<file path="config.mk">
export PLATFORM = sky130hd
export DESIGN_NAME = cxp_back
export DESIGN_NICKNAME = d
export VERILOG_FILES = /design/src/design/cxp_pkg.sv /design/src/design/cxp_back.sv
export SDC_FILE = /design/constraint.sdc
export NUM_CORES = 1
export LEC_CHECK = 0
export ABC_CLOCK_PERIOD_IN_PS = 9200
export BUFFER_PORTS_ARGS = -buffer_cell sky130_fd_sc_hd__buf_2
export CAP_MARGIN = 10
export CORE_ASPECT_RATIO = 1.75
export CORE_UTILIZATION = 47
export CTS_BUF_LIST = sky130_fd_sc_hd__clkbuf_4 sky130_fd_sc_hd__clkbuf_8 sky130_fd_sc_hd__clkbuf_16
export DETAILED_ROUTE_END_ITERATION = 10
export GPL_TIMING_DRIVEN = 0
export HOLD_SLACK_MARGIN = 0.02
export PLACE_DENSITY_LB_ADDON = 0.12
export SETUP_SLACK_MARGIN = 0.5
export SLEW_MARGIN = 30
export SYNTH_ARGS = -nofsm -noshare
export SYNTH_HDL_FRONTEND = slang
export SYNTH_SLANG_ARGS = --single-unit
export TNS_END_PERCENT = 20
</file>
<file path="constraint.sdc">
create_clock -name i_clk -period 9.2 [get_ports i_clk]
set_input_delay 1.84 -clock i_clk [delete_from_list [all_inputs] [get_ports i_clk]]
set_output_delay 1.84 -clock i_clk [all_outputs]
set_load 0.02 [all_outputs]
</file>
<file path="src/design/cxp_pkg.sv">
// Shared constants and types for the circular cross-correlation peak-lag core.
package cxp_pkg;

    localparam int MAX_PHASE   = 1024;
    localparam int SAMPLE_BITS = 16;
    localparam int LAG_W       = 11;
    localparam int ADDR_W      = $clog2(MAX_PHASE);
    localparam int CNT_W       = $clog2(MAX_PHASE + 1);
    localparam int PROD_W      = 2 * SAMPLE_BITS;
    localparam int ACC_W       = PROD_W + ADDR_W + 1;

    // One closed set handed from the front to the back: its length.
    typedef struct packed {
        logic [CNT_W-1:0] n;
    } t_job;

    // Store write port, driven by the front.
    typedef struct packed {
        logic                   en;
        logic [ADDR_W-1:0]      addr;
        logic [SAMPLE_BITS-1:0] ref_data;
        logic [SAMPLE_BITS-1:0] prof_data;
    } t_wr;

    // Store read port, driven by the back.
    typedef struct packed {
        logic              en;
        logic [ADDR_W-1:0] prof_addr;
        logic [ADDR_W-1:0] ref_addr;
    } t_rd;

endpackage

</file>
<file path="src/design/cxp_back.sv">
// Back end: lag sequencer, multiply-accumulate pipeline, peak search and result queue.
module cxp_back import cxp_pkg::*; (
    input  logic                   i_clk,
    input  logic                   i_rst_n,
    input  t_job                   i_job,
    input  logic                   i_job_empty,
    output logic                   o_job_pop,
    output t_rd                    o_rd,
    input  logic [SAMPLE_BITS-1:0] i_prof_data,
    input  logic [SAMPLE_BITS-1:0] i_ref_data,
    output logic                   o_release,
    output logic                   o_empty,
    input  logic                   i_pop,
    output logic [LAG_W-1:0]       o_lag
);

    typedef enum logic [1:0] {S_IDLE, S_ISSUE, S_DRAIN} t_state;

    t_state            r_state, n_state;
    logic [ADDR_W-1:0] r_n_m1, n_n_m1;
    logic [ADDR_W-1:0] r_i, n_i;
    logic [ADDR_W-1:0] r_j, n_j;
    logic [ADDR_W-1:0] r_k, n_k;
    logic              r_release, n_release;

    logic              r_s1_valid, r_s1_first, r_s1_end, r_s1_final;
    logic [ADDR_W-1:0] r_s1_j;
    logic              r_s2_valid, r_s2_first, r_s2_end, r_s2_final;
    logic [ADDR_W-1:0] r_s2_j;
    logic signed [PROD_W-1:0] r_s2_prod;
    logic signed [ACC_W-1:0]  r_acc, n_acc;
    logic              r_s3_valid, r_s3_final;
    logic [ADDR_W-1:0] r_s3_j;
    logic signed [ACC_W-1:0]  r_best;
    logic [ADDR_W-1:0] r_best_lag, n_best_lag;

    logic [LAG_W-1:0]  r_q_lag [2];
    logic              r_q_wr, r_q_rd;
    logic [1:0]        r_q_cnt;

    logic              issue, end_i, end_j;
    logic              take, push_res, q_pop;
    logic signed [ACC_W-1:0] prod_ext;
    logic [ADDR_W+LAG_W-1:0] neg_lag;

    assign issue = (r_state == S_ISSUE);
    assign end_i = (r_i == r_n_m1);
    assign end_j = (r_j == r_n_m1);

    assign o_rd.en        = issue;
    assign o_rd.prof_addr = r_i;
    assign o_rd.ref_addr  = r_k;
    assign o_release      = r_release;

    // Sequencer: lag j outer, bin i inner, k = (i + j) mod N kept as a wrapping counter.
    always_comb begin
        n_state   = r_state;
        n_n_m1    = r_n_m1;
        n_i       = r_i;
        n_j       = r_j;
        n_k       = r_k;
        n_release = 1'b0;
        o_job_pop = 1'b0;
        unique case (r_state)
            S_IDLE: begin
                if (!i_job_empty && (r_q_cnt != 2'd2)) begin
                    o_job_pop = 1'b1;
                    n_n_m1    = ADDR_W'(i_job.n - CNT_W'(1));
                    n_i       = '0;
                    n_j       = '0;
                    n_k       = '0;
                    n_state   = S_ISSUE;
                end
            end
            S_ISSUE: begin
                if (end_i) begin
                    n_i = '0;
                    if (end_j) begin
                        n_state   = S_DRAIN;
                        n_release = 1'b1;
                    end else begin
                        n_j = r_j + ADDR_W'(1);
                        n_k = r_j + ADDR_W'(1);
                    end
                end else begin
                    n_i = r_i + ADDR_W'(1);
                    n_k = (r_k == r_n_m1) ? '0 : r_k + ADDR_W'(1);
                end
            end
            S_DRAIN: begin
                if (push_res) begin
                    n_state = S_IDLE;
                end
            end
            default: begin
                n_state = S_IDLE;
            end
        endcase
    end

    assign prod_ext = {{(ACC_W - PROD_W){r_s2_prod[PROD_W-1]}}, r_s2_prod};
    assign n_acc    = r_s2_first ? prod_ext : r_acc + prod_ext;

    // Peak search: the later lag wins on equal sums.
    assign take       = r_s3_valid && ((r_s3_j == '0) || (r_acc >= r_best));
    assign n_best_lag = take ? r_s3_j : r_best_lag;
    assign push_res   = r_s3_valid && r_s3_final;
    assign neg_lag    = '0 - {{LAG_W{1'b0}}, n_best_lag};

    assign q_pop   = i_pop && (r_q_cnt != 2'd0);
    assign o_empty = (r_q_cnt == 2'd0);
    assign o_lag   = r_q_lag[r_q_rd];

    always_ff @(posedge i_clk) begin
        r_s1_first <= (r_i == '0);
        r_s1_end   <= end_i;
        r_s1_final <= end_i && end_j;
        r_s1_j     <= r_j;
        r_s2_first <= r_s1_first;
        r_s2_end   <= r_s1_end;
        r_s2_final <= r_s1_final;
        r_s2_j     <= r_s1_j;
        r_s2_prod  <= $signed(i_prof_data) * $signed(i_ref_data);
        if (r_s2_valid) begin
            r_acc <= n_acc;
        end
        r_s3_final <= r_s2_final;
        r_s3_j     <= r_s2_j;
        if (take) begin
            r_best <= r_acc;
        end
        r_best_lag <= n_best_lag;
        if (push_res) begin
            r_q_lag[r_q_wr] <= neg_lag[LAG_W-1:0];
        end
        if (!i_rst_n) begin
            r_state    <= S_IDLE;
            r_n_m1     <= '0;
            r_i        <= '0;
            r_j        <= '0;
            r_k        <= '0;
            r_release  <= 1'b0;
            r_s1_valid <= 1'b0;
            r_s2_valid <= 1'b0;
            r_s3_valid <= 1'b0;
            r_q_wr     <= 1'b0;
            r_q_rd     <= 1'b0;
            r_q_cnt    <= 2'd0;
        end else begin
            r_state    <= n_state;
            r_n_m1     <= n_n_m1;
            r_i        <= n_i;
            r_j        <= n_j;
            r_k        <= n_k;
            r_release  <= n_release;
            r_s1_valid <= issue;
            r_s2_valid <= r_s1_valid;
            r_s3_valid <= r_s2_valid && r_s2_end;
            if (push_res) begin
                r_q_wr <= ~r_q_wr;
            end
            if (q_pop) begin
                r_q_rd <= ~r_q_rd;
            end
            r_q_cnt <= r_q_cnt + 2'(push_res) - 2'(q_pop);
        end
    end

endmodule

</file>
---- After elaboration in Yosys (flattened, before gate mapping) ----
Memory sizes are Yosys's and may differ from the RTL's. A register that Yosys moved wholly into a read port is not among the register bits.
Cells that the tools add are included.
word-level totals
  logic and storage cells ................. 94
  bits in writable memories ............... 22
  memories kept ........................... 1
  output and inout port bits .............. 35
  flip-flop bits (word level) ............. 215
memories
  name     depth  width  read ports  clocked after Yosys merged registers in  write ports  line            RTL
  r_q_lag  2      11     1           1                                        1            cxp_back.sv:37  logic [LAG_W-1:0] r_q_lag [2];
operators by class
  reductions and logical operators ........ 20
  magnitude comparators ................... 1
  multipliers ............................. 1
  equal/unequal tests ..................... 12
  $add $sub $neg .......................... 8
  muxes and demuxes ....................... 23
  bitwise gates (word level) .............. 2
operators by type and width
  kind                   count
  $mux 10                7
  $pmux 10 s2            3
  $add 43x32->43         1
  $ge 43x43->1           1
  $mux 43                1
  $mul 16x16->32         1
  $add 10x1->10 const B  3
  $eq 10x10->1           3
  $logic_not 10->1       2
  $sub 1x10->11 const A  1
  $sub 10x1->10 const B  1
  $mux 2                 4
  $ne 2x2->1 const B     4
  $reduce_and 4->1       2
  $mux 1                 7
  $logic_and 1x1->1      6
  $pmux 2 s3             1
  $reduce_and 3->1       2
  $logic_not 2->1        2
  $ne 2x1->1 const B     2
  $reduce_and 2->1       2
  $reduce_bool 2->1      2
  $ne 3x3->1 const B     1
  $add 2x1->2            1
  other kinds (6)        7

---- Logic depth before layout (Yosys ltp) ----
  depth after elaboration ................. 5
  mapped depth ............................ 24
  mapped depth without buffers ............ 23

---- Worst setup path before layout ----
Ideal clock, no wire load.
  path kind ............................... in2reg
  from .................................... input port i_prof_data[15]
  to ...................................... register r_s2_prod[30]
  setup slack ............................. 1.750 ns
  stages on the path ...................... 20
  buffers on the path ..................... 1
  arrival ................................. 7.388 ns
  library setup time ...................... 0.062 ns
  path through ............................ clkbuf_1 -> nand2_1 -> fa_1 -> inv_1 -> fa_1 -> fa_1 -> fa_1 -> fa_1 -> inv_1 -> fa_1 -> inv_1 -> ha_1 -> nand2_1 -> nor4_1 -> and2_1 -> a311o_1 -> a21oi_1 -> a21o_1 -> a211o_1 -> nand3_1
between the ends
  word-level cells in the longest chain between the ends .. 1
RTL lines
  what                  line             RTL
  from (decl)           cxp_back.sv:9    input logic [SAMPLE_BITS-1:0] i_prof_data,
  $mul 16x16->32        cxp_back.sv:123  r_s2_prod <= $signed(i_prof_data) * $signed(i_ref_data);
  to (signal assigned)  cxp_back.sv:123
  to (decl)             cxp_back.sv:30   logic signed [PROD_W-1:0] r_s2_prod;
Every way passes these cells.
A chain may end at the register's enable or synchronous reset.

---- Worst setup path in the final report ----
  from .................................... input port i_ref_data[4]
  to ...................................... register r_s2_prod[28]
between the ends
  word-level cells in the longest chain between the ends .. 1
RTL lines
  what            line             RTL
  from (decl)     cxp_back.sv:10   input logic [SAMPLE_BITS-1:0] i_ref_data,
  $mul 16x16->32  cxp_back.sv:123
Every way passes these cells.

==> run summary <==
Run status - finished, violations left
Failing checks - design-rule violations
Most frequent cells in the layout - 385 x inv_1, 263 x fa_1, 227 x nand2_1
Initial Utilization - 47.4%
Core Area - 46800 µm²
Clock latency of the later-clocked register in the worst-skew pair - 0.55 ns
Register bit total from synthesis - 238
Maxcap violations - 0
Critical path startpoint category - primary input
Worst Path Required - 9.66 ns
Final setup violation count - 0
Time the worst path needs with I/O delays and setup - 7.89 ns
Via count of the first global-routing pass - 17600
Gates resized, CTS repair - 0
Starting DRT DRC Count - 715
Number of standard-cell rows in the floorplan - 105
Number of buffers added on ports - 80
Fraction of post-synthesis cell area in the top cell type by area - 23.7%
Synthesized Nets - 2795
Library cell contributing the largest single delay on the critical path - fa_1
Num CTS Buffers - 23
Cell variety after synth - 78
First drt pass iteration count - 9
ANT nets after route - 0
First-pass GRT wire length - 92500 µm
Root Buffer - clkbuf_16
Clock-pin slew on the worst setup and hold paths - 0.07 ns
Worst Tran Pin Value - 1.02 ns
Post-synthesis sequential area ratio - 26.4%
FFs w/ async S/R, synth - 0%
Tot GR Track Use - 24.9%
Final standard cell utilization of the core - 51.5%
Die Span X - 166 µm
Arrival time at the worst endpoint - 8.35 ns
Gpl congestion - 0.938
Highest ir drop seen on vdd - 0.775 mV
Number of enable-type register cells in the synthesized netlist - 108
TritonCTS sink count - 238
Highest clock rate - 0.127 GHz
CTS tree - built
Most common cell on crit path - fa_1
Mapped Cells - 2310
Layout Nets - 2900
Cell family with most CP delay - adder cells
Start-to-end type of the worst setup path - primary input to flip-flop
Final worst path period share - 85.8%
DRC violation count after routing - 1
Cells along the critical path - buf_2 > clkbuf_1 > nand2_1 > fa_1 > inv_1 > fa_1 > fa_1 > fa_1 > fa_1 > inv_1 > fa_1 > inv_1 > ha_1 > nand2_1 > nor4_1 > and2_1 > a311o_1 > a21oi_1 > a21boi_0 > o21ai_0 > a21oi_1
H-tree depth reported by CTS - 1
Commonest non-fill, non-tap cell in the layout - inv_1
Pwr per Cell Area - 412 nW/µm²
RSZ-0062 raised after global routing - no
Final hold vios - 0
Layout cell share with drive strength beyond 1 - 7.20%
Count of antenna diodes in the layout - 0
Num ports - 82
Floorplan die area - 48100 µm²
Relative slew slack - 31.8%
Die H - 289 µm
Clock Path Buffers - 3
Routed wire length per instance - 19.1 µm
Fill cell total of the finished layout - 4429
Critical path buffer and inverter count - 5
Mean instance size in the synthesized netlist - 9.60 µm²
Maximum number of pins on one net before global-route repair - 53
Leakage power of the design - 11.3 nW
Total number of vias - 16400
Final Slew Violations - 0
HPWL Detailed - 47600 µm
Synth top area cells - fa_1 24%, edfxtp_1 15%, dfxtp_1 12%
Hold Path Class - flip-flop to flip-flop
Mean number of vias per cell - 5.42
PnR Total Power - 0.00993 W
Top FF cell, synth - dfxtp_1
Antenna violations before repair - 0
Count of hold-fix buffers inserted at cts - 0
Global route total overflow - 0
Sort of element at the end of the critical path - flip-flop
Count of synthesis-stage warnings from yosys - 0
Area overhead of the layout relative to synthesis - 8.59%
Setup Fix Bufs, Post-CTS - 0
Max incr delay on CP - 0.90 ns
Synth Cell Area - 22200 µm²
Max Fanout on Critical Path - 10
Wire length reported by the detailed router - 57800 µm
Yosys top cell by area - fa_1
Total negative setup slack - 0 ns
Fin Clk Skew - 0.0185 ns
[stage by stage]
| step | instance area [µm²] | hold WS, ns | setup WS [ns] | cells |
|---|---|---|---|---|
| finish | 24100 | 0.319 | 1.31 | 3020 |
| global route | 24100 | 0.330 | 0.754 | 3020 |
| CTS | 24100 | 0.319 | 1.35 | 3020 |
| detailed placement | 23300 | 0.312 | 0.794 | 2978 |
| global placement | 23300 | 0.310 | 0.760 | 2978 |
| floorplan | 22200 | 0.310 | 1.75 | 2310 |
[cell type report]
| class | count | area, µm² | area share (%) |
|---|---|---|---|
| plain buffers | 77 | 320 | 1.33 |
| clock buffers | 26 | 598 | 2.48 |
| clock inverters | 16 | 164 | 0.681 |
| inverters | 386 | 1450 | 6.02 |
| multi-input cells | 1609 | 14600 | 60.5 |
| flip-flops and latches | 238 | 5850 | 24.3 |
| well taps | 588 | 736 | 3.05 |
| repair buffers | 80 | 400 | 1.66 |
[cells in the mapped netlist, types with 18 or more instances]
master,n
nor4_1,18
inv_1,385
xnor2_1,62
and3_1,22
o21ai_0,79
dfxtp_1,130
o31ai_1,19
and2_1,143
nand4_1,23
clkbuf_1,65
a21oi_1,94
fa_1,263
ha_1,175
edfxtp_1,108
nor2_1,78
nand3_1,37
nor2b_1,23
xor2_1,54
a21o_1,56
nand2_1,227
[metal layers]
layer	track usage [%]	share of wire (%)	vias to the layer above
li1	-	-	7769
met1	25.0	35	8052
met4	19.8	8.7	0
met5	0	0	-
met3	2.06	2.9	174
met2	47.4	53	370
[worst paths after layout]
check / end / start / slack [ns] / depth (start not counted)
max: r_s2_prod[28]$_DFF_P_ / i_ref_data[4] / 1.31 / 21
min: r_s2_j[2]$_DFF_P_ / r_s1_j[2]$_DFF_P_ / 0.32 / 0
max reg2reg: r_q_lag[1][6]$_DFFE_PP_ / r_acc[24]$_DFFE_PP_ / 4.01 / 14
min reg2reg: r_s2_j[2]$_DFF_P_ / r_s1_j[2]$_DFF_P_ / 0.32 / 0
[state kept, by name (all words and copies together), names as in the netlist, 2 cells and up, named ones only]
| name | cells |
|---|---|
| r_i | 10 |
| r_s3_j | 10 |
| r_j | 10 |
| r_acc | 43 |
| r_s2_prod | 32 |
| r_best | 43 |
| r_best_lag | 10 |
| r_s1_j | 10 |
| r_n_m1 | 10 |
| r_k | 10 |
| r_state | 2 |
| r_q_lag | 22 |
| r_s2_j | 10 |
| r_q_cnt | 2 |
[report_power, final]
part | switching [W] | total, W | leakage, nW | internal (W)
Combinational | 0.00434 | 0.00749 | 8.94 | 0.00316
Clock | 0.000447 | 0.000962 | 0.372 | 0.000515
Sequential | 0.000114 | 0.00147 | 2.02 | 0.00135
Total | 0.00490 | 0.00993 | 11.3 | 0.00503
[kinds of logic after synthesis]
group	after synthesis	synth area share (%)
buf+inv	463	7.98
xor+xnor	116	4.58
compound gates	378	11.1
mux	29	1.59
simple gates	648	14.8
fa+ha+maj	438	33.6
flops	238	26.4
No activity file was read; power rests on OpenSTA's default activity.
