**config.mk**
```make
export PLATFORM = sky130hd
export DESIGN_NAME = cxp_job_queue
export DESIGN_NICKNAME = d
export VERILOG_FILES = /design/src/design/cxp_pkg.sv /design/src/design/cxp_job_queue.sv
export SDC_FILE = /design/constraint.sdc
export NUM_CORES = 1
export LEC_CHECK = 0
export ABC_AREA = 1
export BUFFER_PORTS_ARGS = -buffer_cell sky130_fd_sc_hd__buf_4
export CORE_MARGIN = 2
export CORE_UTILIZATION = 40
export CTS_CLUSTER_DIAMETER = 120
export CTS_CLUSTER_SIZE = 28
export DETAILED_ROUTE_END_ITERATION = 8
export HOLD_SLACK_MARGIN = 0.06
export PLACE_DENSITY = 0.65
export SYNTH_ARGS = -nofsm -noshare
export SYNTH_HDL_FRONTEND = slang
export SYNTH_SLANG_ARGS = --single-unit
```
**constraint.sdc**
```tcl
create_clock -name i_clk -period 1.47 [get_ports i_clk]
set_input_delay 0.3675 -clock i_clk [delete_from_list [all_inputs] [get_ports i_clk]]
set_output_delay 0.3675 -clock i_clk [all_outputs]
set_load 0.02 [all_outputs]
```
**src/design/cxp_pkg.sv**
```systemverilog
// Shared constants and types for the circular cross-correlation peak-lag core.
package cxp_pkg;

    localparam int MAX_PHASE   = 1024;
    localparam int SAMPLE_BITS = 16;
    localparam int LAG_W       = 11;
    localparam int ADDR_W      = $clog2(MAX_PHASE);
    localparam int CNT_W       = $clog2(MAX_PHASE + 1);
    localparam int PROD_W      = 2 * SAMPLE_BITS;
    localparam int ACC_W       = PROD_W + ADDR_W + 1;

    // One closed set handed from the front to the back: its length.
    typedef struct packed {
        logic [CNT_W-1:0] n;
    } t_job;

    // Store write port, driven by the front.
    typedef struct packed {
        logic                   en;
        logic [ADDR_W-1:0]      addr;
        logic [SAMPLE_BITS-1:0] ref_data;
        logic [SAMPLE_BITS-1:0] prof_data;
    } t_wr;

    // Store read port, driven by the back.
    typedef struct packed {
        logic              en;
        logic [ADDR_W-1:0] prof_addr;
        logic [ADDR_W-1:0] ref_addr;
    } t_rd;

endpackage

```
**src/design/cxp_job_queue.sv**
```systemverilog
// Two-entry queue of closed sets between the front and the back.
module cxp_job_queue import cxp_pkg::*; (
    input  logic i_clk,
    input  logic i_rst_n,
    input  logic i_push,
    input  t_job i_job,
    output logic o_full,
    input  logic i_pop,
    output t_job o_job,
    output logic o_empty
);

    t_job       r_data [2];
    logic       r_wr;
    logic       r_rd;
    logic [1:0] r_cnt;
    logic       do_push;
    logic       do_pop;

    assign o_full  = (r_cnt == 2'd2);
    assign o_empty = (r_cnt == 2'd0);
    assign do_push = i_push && !o_full;
    assign do_pop  = i_pop && !o_empty;
    assign o_job   = r_data[r_rd];

    always_ff @(posedge i_clk) begin
        if (do_push) begin
            r_data[r_wr] <= i_job;
        end
    end

    always_ff @(posedge i_clk) begin
        if (!i_rst_n) begin
            r_wr  <= 1'b0;
            r_rd  <= 1'b0;
            r_cnt <= 2'd0;
        end else begin
            if (do_push) begin
                r_wr <= ~r_wr;
            end
            if (do_pop) begin
                r_rd <= ~r_rd;
            end
            r_cnt <= r_cnt + 2'(do_push) - 2'(do_pop);
        end
    end

endmodule

```
Word-level counts from Yosys, hierarchy flattened
Memories as Yosys holds them, arrays and structs flattened. A register that Yosys moved wholly into a read port is not among the register bits.
Index checks and enable logic that the tools add are counted.
{ "word_totals": {"elab_cells": 18, "n_memories": 1, "mem_bits_rw": 22, "output_inout_bits": 13, "input_bits": 15, "register_bits": 4} }
{ "op_classes": {"bitwise": 2, "n_addsub": 2, "n_eq_ne": 1, "n_reduce_logical": 5, "n_mux": 4} }
{ "memory_table": {"columns": ["name", "words", "width", "read_ports", "rd_ports_with_merged_regs", "wr", "line", "rtl"], "rows": [
  ["r_data", 2, 11, 1, 1, 1, "cxp_job_queue.sv:13", "t_job r_data [2];"]
]} }
{ "ops": {"columns": ["operator", "count"], "rows": [
  ["two-way mux 1 bit", 4],
  ["adder 2 x 1 -> 2 bit", 1],
  ["== test 2 bit, second input constant", 1],
  ["logical AND 1 bit", 2],
  ["zero test 1 bit", 2],
  ["zero test 2 bit", 1],
  ["inverter 1 bit", 2],
  ["subtractor 2 x 1 -> 2 bit", 1]
]} }

Logic depth before layout (Yosys ltp)
Gate-level depths: netlist (run 1).
{ "logic_depth": {"word_depth": 5, "depth_mapped": 11, "mapped_depth_nobuf": 11} }

Worst setup path before layout (run 1)
Ideal clock, no wire load.
{ "synth_path": {"path_type": "reg-to-reg", "startpoint": "register r_cnt[1]", "endpoint": "register r_cnt[1]", "setup_slack_ps": -138, "arrival_ps": 1494, "required_time_ps": 1355, "stages_incl_launch_ff": 10, "path_buffers": 0, "synth_period_minus_slack_ps": 1608, "setup_ps": 115, "path_cell_list": "dfxtp_1 -> nor2_1 -> nor2_1 -> ha_1 -> inv_1 -> ha_1 -> inv_1 -> nand2_1 -> a21oi_1 -> nor2_1"} }
{ "synth_between": {"elab_cells_between_ends": 8, "classes_between": "2 x add/sub; 1 x eq/ne; 5 x reduce/logical"} }
{ "synth_lines": {"columns": ["item", "line", "rtl"], "rows": [
  ["start, declared", "cxp_job_queue.sv:16", "logic [1:0] r_cnt;"],
  ["start signal, assigned", "cxp_job_queue.sv:44", "r_cnt <= r_cnt + 2'(do_push) - 2'(do_pop);"],
  ["zero test 2 bit", "cxp_job_queue.sv:21", "assign o_empty = (r_cnt == 2'd0);"],
  ["via o_empty", "cxp_job_queue.sv:10", "output logic o_empty"],
  ["zero test 1 bit", "cxp_job_queue.sv:23", "assign do_pop = i_pop && !o_empty;"],
  ["logical AND 1 bit", "cxp_job_queue.sv:23", null],
  ["via do_pop", "cxp_job_queue.sv:18", "logic do_pop;"],
  ["subtractor 2 x 1 -> 2 bit", "cxp_job_queue.sv:44", null]
]} }
The timed path passes the listed nets, and every way through them passes these cells.
A chain may end at the register's enable or synchronous reset.

==> results.sh, run 1 <==
export IMPL_outcome="finished with violations"
export IMPL_violations="setup timing"
export IMPL_dpl_worst_slack_ps=-92.86
export IMPL_r2r_setup_slack_ps=20
export IMPL_core_area_um2=2522
export IMPL_whs_endpoint="r_data[1][0]$_DFFE_PP_"
export IMPL_fmax_mhz=611.4
export IMPL_synth_seq_cells=27
export IMPL_ios=28
export IMPL_syn_area_per_cell_um2=15.01
export IMPL_clk_latency_ps=310
export IMPL_path_class="register to output port"
export IMPL_area_growth_synth_to_final_pct=40.74
export IMPL_synth_fp_nets=89
export IMPL_yosysTopAreaCellShare_pct=61.11
export IMPL_synth_area_top_cells="edfxtp_1 61%, mux2_4 14%, dfxtp_1 9.3%"
export IMPL_period_needed_ps=1636
export IMPL_timing_clock_skew_ps=6.485
export IMPL_synth_area_um2=1081
export IMPL_final_design_area_no_fill_um2=1521
export IMPL_grt_pass1_wl_mm=2.780
export IMPL_worst_pin_slew_ps=198.7
export IMPL_cts_tree="yes"
export IMPL_cp_arrival_ps=1270
export IMPL_drive_gt1_share_pct=59.63
export IMPL_final_setup_viol_count=11
export IMPL_diodes=0
export IMPL_crit_fanout=10
export IMPL_die_h_um=55.99
export IMPL_clk_pin_slew_worst_paths_ps=130
export IMPL_timing_rr_start="r_cnt[0]$_SDFF_PN0_"
export IMPL_ant_nets=0
export IMPL_drc=0
export IMPL_cp_start_kind="register"
export IMPL_power_switching_uw=847.1
export IMPL_timing_max_cap_violations=0
export IMPL_final_common_cell="edfxtp_1"
export IMPL_start_util_pct=42.86
export IMPL_powerDensity_nw_per_um2=1704
export IMPL_mostFrequentLayoutCells="22 x edfxtp_1, 20 x buf_4, 13 x buf_6, 11 x mux2_4, 6 x nor2_1"
export IMPL_hp_start="i_job[0]"
export IMPL_hold_path_class="input port to register"
export IMPL_first_pass_iters=3
export IMPL_cts_buffers=3
export IMPL_grt_usage_pct=11.81
export IMPL_sw_frac_of_total_pct=32.68
export IMPL_clkSinkCount=27
export IMPL_die_area_um2=3134
export IMPL_period_share_pct=111.3
export IMPL_worstSetupEndpointType="output port"
export IMPL_clockBufferDepth=2
export IMPL_ys_seq_area_share_pct=70.37
export IMPL_io_buffers=27
export IMPL_fp_dieW_um=55.99
export IMPL_synth_top_cell_by_area="edfxtp_1"
export IMPL_slew_headroom_pct=86.74
export IMPL_fin_nets=127
export IMPL_drt_iter0_drc=4
export IMPL_dpl_hpwl_mm=1.307
export IMPL_grt_antenna_before_repair=0
export IMPL_vdd_drop_max_mv=1.247
export IMPL_rr_worst_depth=10
export IMPL_h_tree_depth=1
export IMPL_cts_root_buffer="clkbuf_4"
export IMPL_worstReg2RegEnd="r_cnt[1]$_SDFF_PN0_"
export IMPL_holdPathStages=1
export IMPL_worst_slack_ps=-165.7
export IMPL_fin_setup_tns_ps=-1733
export IMPL_p_int_mw=1.745
export IMPL_via_count=659
export IMPL_rows=18
export IMPL_hold_viol=0
export IMPL_wl_mm=1.881
export IMPL_p_seq_share_pct=41.4
export IMPL_yosysWarningCount=0
export IMPL_wire_per_inst_um=13.53
export IMPL_gp_congestion=0.6750
export IMPL_combinationalPowerShare_pct=47.2
export IMPL_required_ps=1100
export IMPL_grt_pass1_vias=693
export IMPL_report_final_slew_viol_count=0
export IMPL_placed_cell_area_um2=1360
export IMPL_synthCells=72
export IMPL_ys_types=11
export IMPL_grt_max_degree=15
export IMPL_p_leak_nw=0.6411
export IMPL_grt_ovfl_total=0
export IMPL_post_route_util_pct=60.32
export IMPL_rsz0062_at_grt="true"
export IMPL_via_per_inst=4.741
export IMPL_clockPowerShare_pct=11.4
[synth_stat cells]
cell      count
a21oi_1       2
nand2_1       9
inv_1         9
edfxtp_1     22
nand3_1       3
nor2_1        8
dfxtp_1       5
mux2_2        1
buf_6         1
mux2_4       10
ha_1          2
[worst max-delay path, cell delays in order, from the launching register on]
cell and delay [ps]:
dfxtp_2 380, buf_12 150, mux2_4 310, buf_6 130
[stage by stage]
step / hold WS, ps / std cells / power (mW)
2_1_floorplan: 461.0 / 72 / 1.661
3_3_place_gp: 482.7 / 132 / 1.983
3_5_place_dp: 507.9 / 132 / 2.021
4_1_cts: 221.7 / 138 / 2.475
5_1_grt: 203.9 / 139 / 2.740
6_report: 236.6 / 139 / 2.592
[cell families (layout without fill, tap and decap cells)]
| logic type | after synthesis | count (layout) | synth area share [%] |
|---|---|---|---|
| buffers and inverters | 10 | 47 | 4.166 |
| AOI/OAI and AO/OA | 2 | 2 | 0.9260 |
| and+or+nand+nor | 20 | 20 | 7.291 |
| DFF | 27 | 27 | 70.37 |
| muxes | 11 | 11 | 14.93 |
| adders and majority gates | 2 | 2 | 2.314 |
[sequential cells by signal, indices dropped and copies added, names as in the netlist, named ones only]
signal	count
r_data	22
r_rd	1
r_wr	1
r_cnt	2
[metal layers]
| metal | track usage (%) | routed length [µm] | up-vias |
|---|---|---|---|
| met5 | 0 | 0 | - |
| met4 | 7.823 | 29 | 0 |
| met3 | 2.791 | 93 | 4 |
| met2 | 22.35 | 1062 | 19 |
| met1 | 10.96 | 694 | 311 |
| li1 | - | - | 325 |
[final cells by class]
class	count	area, µm²
Fill cell	215	1001
Sequential cell	27	769.5
Multi-Input combinational cell	35	337.8
Timing Repair Buffer	34	316.6
Tap cell	30	37.54
Inverter	9	33.78
Clock buffer	4	26.28
[worst max-delay path by stage]
stage | slack (ps) | from | endpoint | depth (start not counted)
floorplan | -20 | r_cnt[0]$_SDFF_PN0_ | r_data[0][0]$_DFFE_PP_ | 4
global placement | 20 | r_cnt[0]$_SDFF_PN0_ | r_cnt[1]$_SDFF_PN0_ | 10
detailed placement | -90 | r_cnt[0]$_SDFF_PN0_ | r_cnt[1]$_SDFF_PN0_ | 10
CTS | -190 | register | o_job[5] | 3
global route | -220 | register | o_job[6] | 3
finish | -170 | register | o_job[5] | 3
[power groups by stage]
| stage | clock network [mW] | registers, mW | logic [mW] |
|---|---|---|---|
| 2_1_floorplan | 0 | 1.05 | 0.609 |
| 3_3_place_gp | 0 | 1.06 | 0.923 |
| 3_5_place_dp | 0 | 1.07 | 0.952 |
| 5_1_grt | 0.347 | 1.09 | 1.31 |
| 4_1_cts | 0.314 | 1.07 | 1.09 |
| 6_report | 0.296 | 1.07 | 1.22 |
[repair_timing]
item / in CTS / in global routing
setup endpoints to repair: 13 / 13
pin swaps: 3 / 3
hold buffers: 0 / 0
gates resized for setup: 23 / 11
buffers inserted: 2 / 1
No activity file was read; power rests on OpenSTA's default activity.
==> run 2: changes to the inputs <==
- PLACE_DENSITY: 0.65 -> 0.62
- clock period: 1.47 -> 1.7 ns (I/O delays scaled with it)
==> results.sh, run 2 (same netlist as run 1, synthesis figures left out) <==
export IMPL_worst_path_buf_inv=2
export IMPL_required_ps=1270
export IMPL_die_h_um=55.99
export IMPL_cts_tree="yes"
export IMPL_grt_pass1_vias=584
export IMPL_register_area_um2=762.0
export IMPL_ant_nets=0
export IMPL_largest_reg_flops=22
export IMPL_fin_nets=123
export IMPL_p_leak_nw=0.6109
export IMPL_hold_path_class="input port to register"
export IMPL_holdPathStages=1
export IMPL_path_common_cell="buf_6"
export IMPL_multi_input_area_um2=279.0
export IMPL_fp_dieW_um=55.99
export IMPL_report_final_slew_viol_count=0
export IMPL_grt_usage_pct=11.07
export IMPL_rsz0062_at_grt="true"
export IMPL_period_share_pct=99.87
export IMPL_crit_fanout=6
export IMPL_cp_start_kind="register"
export IMPL_outcome="finished, final reports clean"
export IMPL_gp_congestion=0.6666
export IMPL_whs_endpoint="r_data[0][6]$_DFFE_PP_"
export IMPL_vdd_drop_max_mv=0.8226
export IMPL_grt_antenna_before_repair=0
export IMPL_clk_latency_ps=310
export IMPL_via_count=618
export IMPL_final_setup_viol_count=0
export IMPL_placed_cell_area_um2=1325
export IMPL_timing_max_cap_violations=0
export IMPL_timing_rr_start="r_cnt[0]$_SDFF_PN0_"
export IMPL_nFillCells=210
export IMPL_grt_pass1_wl_mm=2.649
export IMPL_io_buffers=27
export IMPL_start_util_pct=42.86
export IMPL_clockBufferDepth=2
export IMPL_grt_ovfl_total=0
export IMPL_die_area_um2=3134
export IMPL_cp_slowest_cell="dfxtp_2"
export IMPL_area_growth_synth_to_final_pct=31.02
export IMPL_rr_worst_depth=10
export IMPL_cts_root_buffer="clkbuf_4"
export IMPL_h_tree_depth=1
export IMPL_hp_start="i_job[6]"
export IMPL_dp_cells=130
export IMPL_worstSetupEndpointType="output port"
export IMPL_critPathTopFamily="flip-flops"
export IMPL_timing_clock_skew_ps=8.385
export IMPL_final_design_area_no_fill_um2=1416
export IMPL_cp_arrival_ps=1270
export IMPL_worst_pin_slew_ps=421.8
export IMPL_first_pass_iters=3
export IMPL_hold_viol=0
export IMPL_top_regs="r_data (22), r_cnt (2)"
export IMPL_path_cells="buf_6, mux2_4, buf_6"
export IMPL_clkSinkCount=27
export IMPL_clk_pin_slew_worst_paths_ps=140
export IMPL_worstReg2RegEnd="r_cnt[1]$_SDFF_PN0_"
export IMPL_diodes=0
export IMPL_drc=0
export IMPL_slew_headroom_pct=71.85
export IMPL_core_area_um2=2522
export IMPL_stdcell_count=135
export IMPL_drt_iter0_drc=16
export IMPL_regMostFlops="r_data"
export IMPL_grt_max_degree=17
export IMPL_powerDensity_nw_per_um2=1415
export IMPL_wire_per_inst_um=11.79
export IMPL_r2r_setup_slack_ps=150
export IMPL_period_needed_ps=1698
export IMPL_wl_mm=1.591
export IMPL_mostFrequentLayoutCells="22 x edfxtp_1, 17 x buf_4, 13 x buf_6, 11 x mux2_4"
export IMPL_holdBufCountCts=0
export IMPL_final_common_cell="edfxtp_1"
export IMPL_via_per_inst=4.578
export IMPL_rows=18
export IMPL_cts_buffers=3
export IMPL_dpl_hpwl_mm=1.182
export IMPL_slowest_delay_ps=380
export IMPL_ios=28
export IMPL_drive_gt1_share_pct=43.81
export IMPL_path_class="register to output port"
export IMPL_fmax_mhz=589.0
## run 2: cell count changes in the layout (fill, tap and decap cells not counted), sizes merged
cell | before | now
buf | 34 | 30
clkbuf | 4 | 3
clkinvlp | 0 | 1
## run 2: layout make-up
class | count | area share (%)
clock inverter | 1 | 0.5300
sequential | 27 | 53.80
inverter | 9 | 2.385
clock buffer | 3 | 1.590
tap | 30 | 2.650
timing repair buffer | 30 | 19.35
multi-input combinational | 35 | 19.70
## run 2: worst max-delay path by stage
stage / to / depth (start not counted) / from / slack [ps]
floorplan: r_cnt[1]$_SDFF_PN0_ / 9 / r_cnt[1]$_SDFF_PN0_ / 90
global placement: r_cnt[1]$_SDFF_PN0_ / 10 / i_pop / 200
detailed placement: r_cnt[1]$_SDFF_PN0_ / 10 / i_pop / 150
CTS: o_job[1] / 3 / register / -30
global route: o_job[1] / 3 / register / -70
finish: o_job[1] / 3 / register / 2
## run 2: worst reg2reg max path: cells and delay by family (launching register included)
kind                     cells  cell delay (ps)
AND/OR/NAND/NOR              4              320
flip-flops                   1              380
AO/OA/AOI/OAI                1              150
adder cells (fa/ha/maj)      2              460
buffers and inverters        3              150
## run 2: where the power goes
group | total (mW) | switching (mW) | internal, mW | leakage, nW
combinational | 0.841 | 0.412 | 0.429 | 0.350
sequential | 0.896 | 0.0478 | 0.848 | 0.247
clock | 0.267 | 0.177 | 0.0896 | 0.0139
total | 2.00 | 0.637 | 1.37 | 0.611
## run 2: routing by layer
metal,global-route usage (%),vias up,share of wire (%)
met2,19.66,19,51
met4,5.102,0,0.82
met3,2.093,2,4.5
met5,0,-,0
li1,-,313,-
met1,12.79,284,44
## run 2: repair_timing
item / CTS / global route
buffers inserted: 0 / 0
resized for setup: 16 / 0
endpoints found under the setup margin: 11 / 11
cloned: 1 / 0
## run 2: metrics by stage
stage / power, mW / setup TNS, ps / util [%] / hold WS, ps / setup slack, ps
final: 2.004 / 0 / 56.15 / 284.1 / 2.289
after global routing: 2.133 / -579.0 / 56.15 / 257.2 / -69.28
after CTS: 2.034 / -145.5 / 56.15 / 270.8 / -29.23
after detailed placement: 1.671 / 0 / 52.53 / 499.9 / 148.2
after global placement: 1.658 / 0 / 52.53 / 491.1 / 202.3
after floorplan: 1.414 / 0 / - / 467.5 / 91.50
==> run 3: changes to the inputs <==
--- a/constraint.sdc
+++ b/constraint.sdc
@@ -3,2 +3,2 @@
 set_output_delay 0.425 -clock i_clk [all_outputs]
-set_load 0.02 [all_outputs]
+set_load 0.005 [all_outputs]
==> results.sh, run 3 (same netlist as run 1, synthesis figures left out) <==
export IMPL_die_area_um2=3134
export IMPL_via_per_inst=4.570
export IMPL_report_final_slew_viol_count=0
export IMPL_grt_pass1_wl_mm=2.608
export IMPL_cp_slowest_cell="dfxtp_2"
export IMPL_hold_viol=0
export IMPL_start_util_pct=42.86
export IMPL_dpl_hpwl_mm=1.182
export IMPL_powerDensity_nw_per_um2=1322
export IMPL_fin_nets=123
export IMPL_cp_start_kind="register"
export IMPL_grt_max_degree=17
export IMPL_fmax_mhz=594.8
export IMPL_postCtsSetupBuffers=0
export IMPL_cts_buffers=3
export IMPL_p_leak_nw=0.6109
export IMPL_area_growth_synth_to_final_pct=31.02
export IMPL_totalPowerFinal_mw=1.873
export IMPL_largest_reg_flops=22
export IMPL_power_switching_uw=515.3
export IMPL_hp_start="i_job[3]"
export IMPL_drt_iter0_drc=10
export IMPL_timing_rr_start="r_cnt[0]$_SDFF_PN0_"
export IMPL_drc=0
export IMPL_slowest_delay_ps=370
export IMPL_final_setup_viol_count=0
export IMPL_sw_frac_of_total_pct=27.51
export IMPL_grt_antenna_before_repair=0
export IMPL_ant_nets=0
export IMPL_die_h_um=55.99
export IMPL_top_regs="r_data (22), r_cnt (2)"
export IMPL_rows=18
export IMPL_vdd_drop_max_mv=0.8150
export IMPL_diodes=0
export IMPL_clockPowerShare_pct=14.2
export IMPL_io_buffers=27
export IMPL_rsz0062_at_grt="true"
export IMPL_cts_root_buffer="clkbuf_4"
export IMPL_grt_usage_pct=11.02
export IMPL_slew_headroom_pct=71.61
export IMPL_clkSinkCount=27
export IMPL_combinationalPowerShare_pct=37.9
export IMPL_timing_max_cap_violations=0
export IMPL_worst_path_buf_inv=2
export IMPL_core_area_um2=2522
export IMPL_gr_usage_met3_pct=2.093
export IMPL_first_pass_iters=4
export IMPL_ios=28
export IMPL_p_seq_share_pct=47.9
export IMPL_p_int_mw=1.358
export IMPL_drive_gt1_share_pct=43.81
export IMPL_fp_dieW_um=55.99
export IMPL_post_route_util_pct=56.15
export IMPL_global_route_usage_met2_pct=18.66
export IMPL_grtUsageMet1_pct=13.55
export IMPL_hold_path_class="input port to register"
export IMPL_crit_fanout=6
export IMPL_worstSetupEndpointType="output port"
export IMPL_required_ps=1270
export IMPL_cts_tree="yes"
export IMPL_clockBufferDepth=2
export IMPL_holdBufCountCts=0
export IMPL_grt_busiest_layer="met2"
export IMPL_critPathTopFamily="flip-flops"
export IMPL_outcome="finished, final reports clean"
export IMPL_period_share_pct=98.90
export IMPL_final_common_cell="edfxtp_1"
export IMPL_path_common_cell="buf_6"
export IMPL_clk_pin_slew_worst_paths_ps=140
export IMPL_worst_pin_slew_ps=425.4
export IMPL_regMostFlops="r_data"
export IMPL_path_class="register to output port"
export IMPL_clk_latency_ps=310
export IMPL_cp_arrival_ps=1260
export IMPL_grt_pass1_vias=573
export IMPL_wl_mm=1.590
export IMPL_period_needed_ps=1681
export IMPL_wire_per_inst_um=11.78
export IMPL_h_tree_depth=1
export IMPL_timing_clock_skew_ps=8.906
export IMPL_mostFrequentLayoutCells="22 x edfxtp_1, 17 x buf_4, 13 x buf_6, 11 x mux2_4"
export IMPL_gp_congestion=0.6666
export IMPL_path_cells="buf_6, mux2_4, buf_6"
export IMPL_grt_ovfl_total=0
export IMPL_via_count=617
[run 3: cell type report]
class / count / area [µm²]
clock inverter: 1 / 7.507
inverter: 9 / 33.78
timing repair buffer: 30 / 274.0
sequential: 27 / 762.0
multi-input combinational: 35 / 279.0
tap: 30 / 37.54
clock buffer: 3 / 22.52
fill: 209 / 1106
[run 3: path summary, 6_finish.rpt]
path,end,slack (ps),cells past startpoint
worst max register to register,r_cnt[1]$_SDFF_PN0_,150,10
worst min register to register,register,520,2
worst max-delay path,o_job[1],20,3
worst min-delay path,r_data[0][3]$_DFFE_PP_,280,1
[run 3: timing repair]
item                                    CTS  global route
endpoints found under the setup margin   11            11
pin swaps                                 0             0
gates resized for setup                  11             5
cloned                                    1             0
[run 3: per-layer routing]
layer  part of all wire (%)  wire (µm)
met1                     45        710
met2                     50        790
met3                    4.8         76
met4                   0.82         13
met5                      0          0
[run 3: metrics by stage]
step / hold slack (ps) / area, µm² / std cells / setup slack [ps] / TNS (ps)
floorplan: 467.5 / 1081 / 72 / 274.9 / 0
global placement: 491.1 / 1325 / 130 / 202.3 / 0
detailed placement: 499.9 / 1325 / 130 / 148.2 / 0
CTS: 270.8 / 1398 / 135 / -8.163 / -13.41
global route: 257.2 / 1416 / 135 / -51.31 / -392.7
finish: 284.1 / 1416 / 135 / 18.74 / 0
[run 3: worst register-to-register path: stages, from the launching register on]
cell     delay [ps]
dfxtp_1         380
inv_1            60
nand2_1         110
nand2_1          90
ha_1            280
inv_1            40
ha_1            180
inv_1            50
nand2_1          60
a21oi_1         150
nor2_1           60
[run 3: power by group through the flow]
stage	clock, mW	sequential (mW)	combinational (mW)
2_1_floorplan	0	0.898	0.388
3_3_place_gp	0	0.900	0.628
3_5_place_dp	0	0.906	0.636
4_1_cts	0.279	0.899	0.695
5_1_grt	0.312	0.908	0.782
6_report	0.267	0.896	0.710
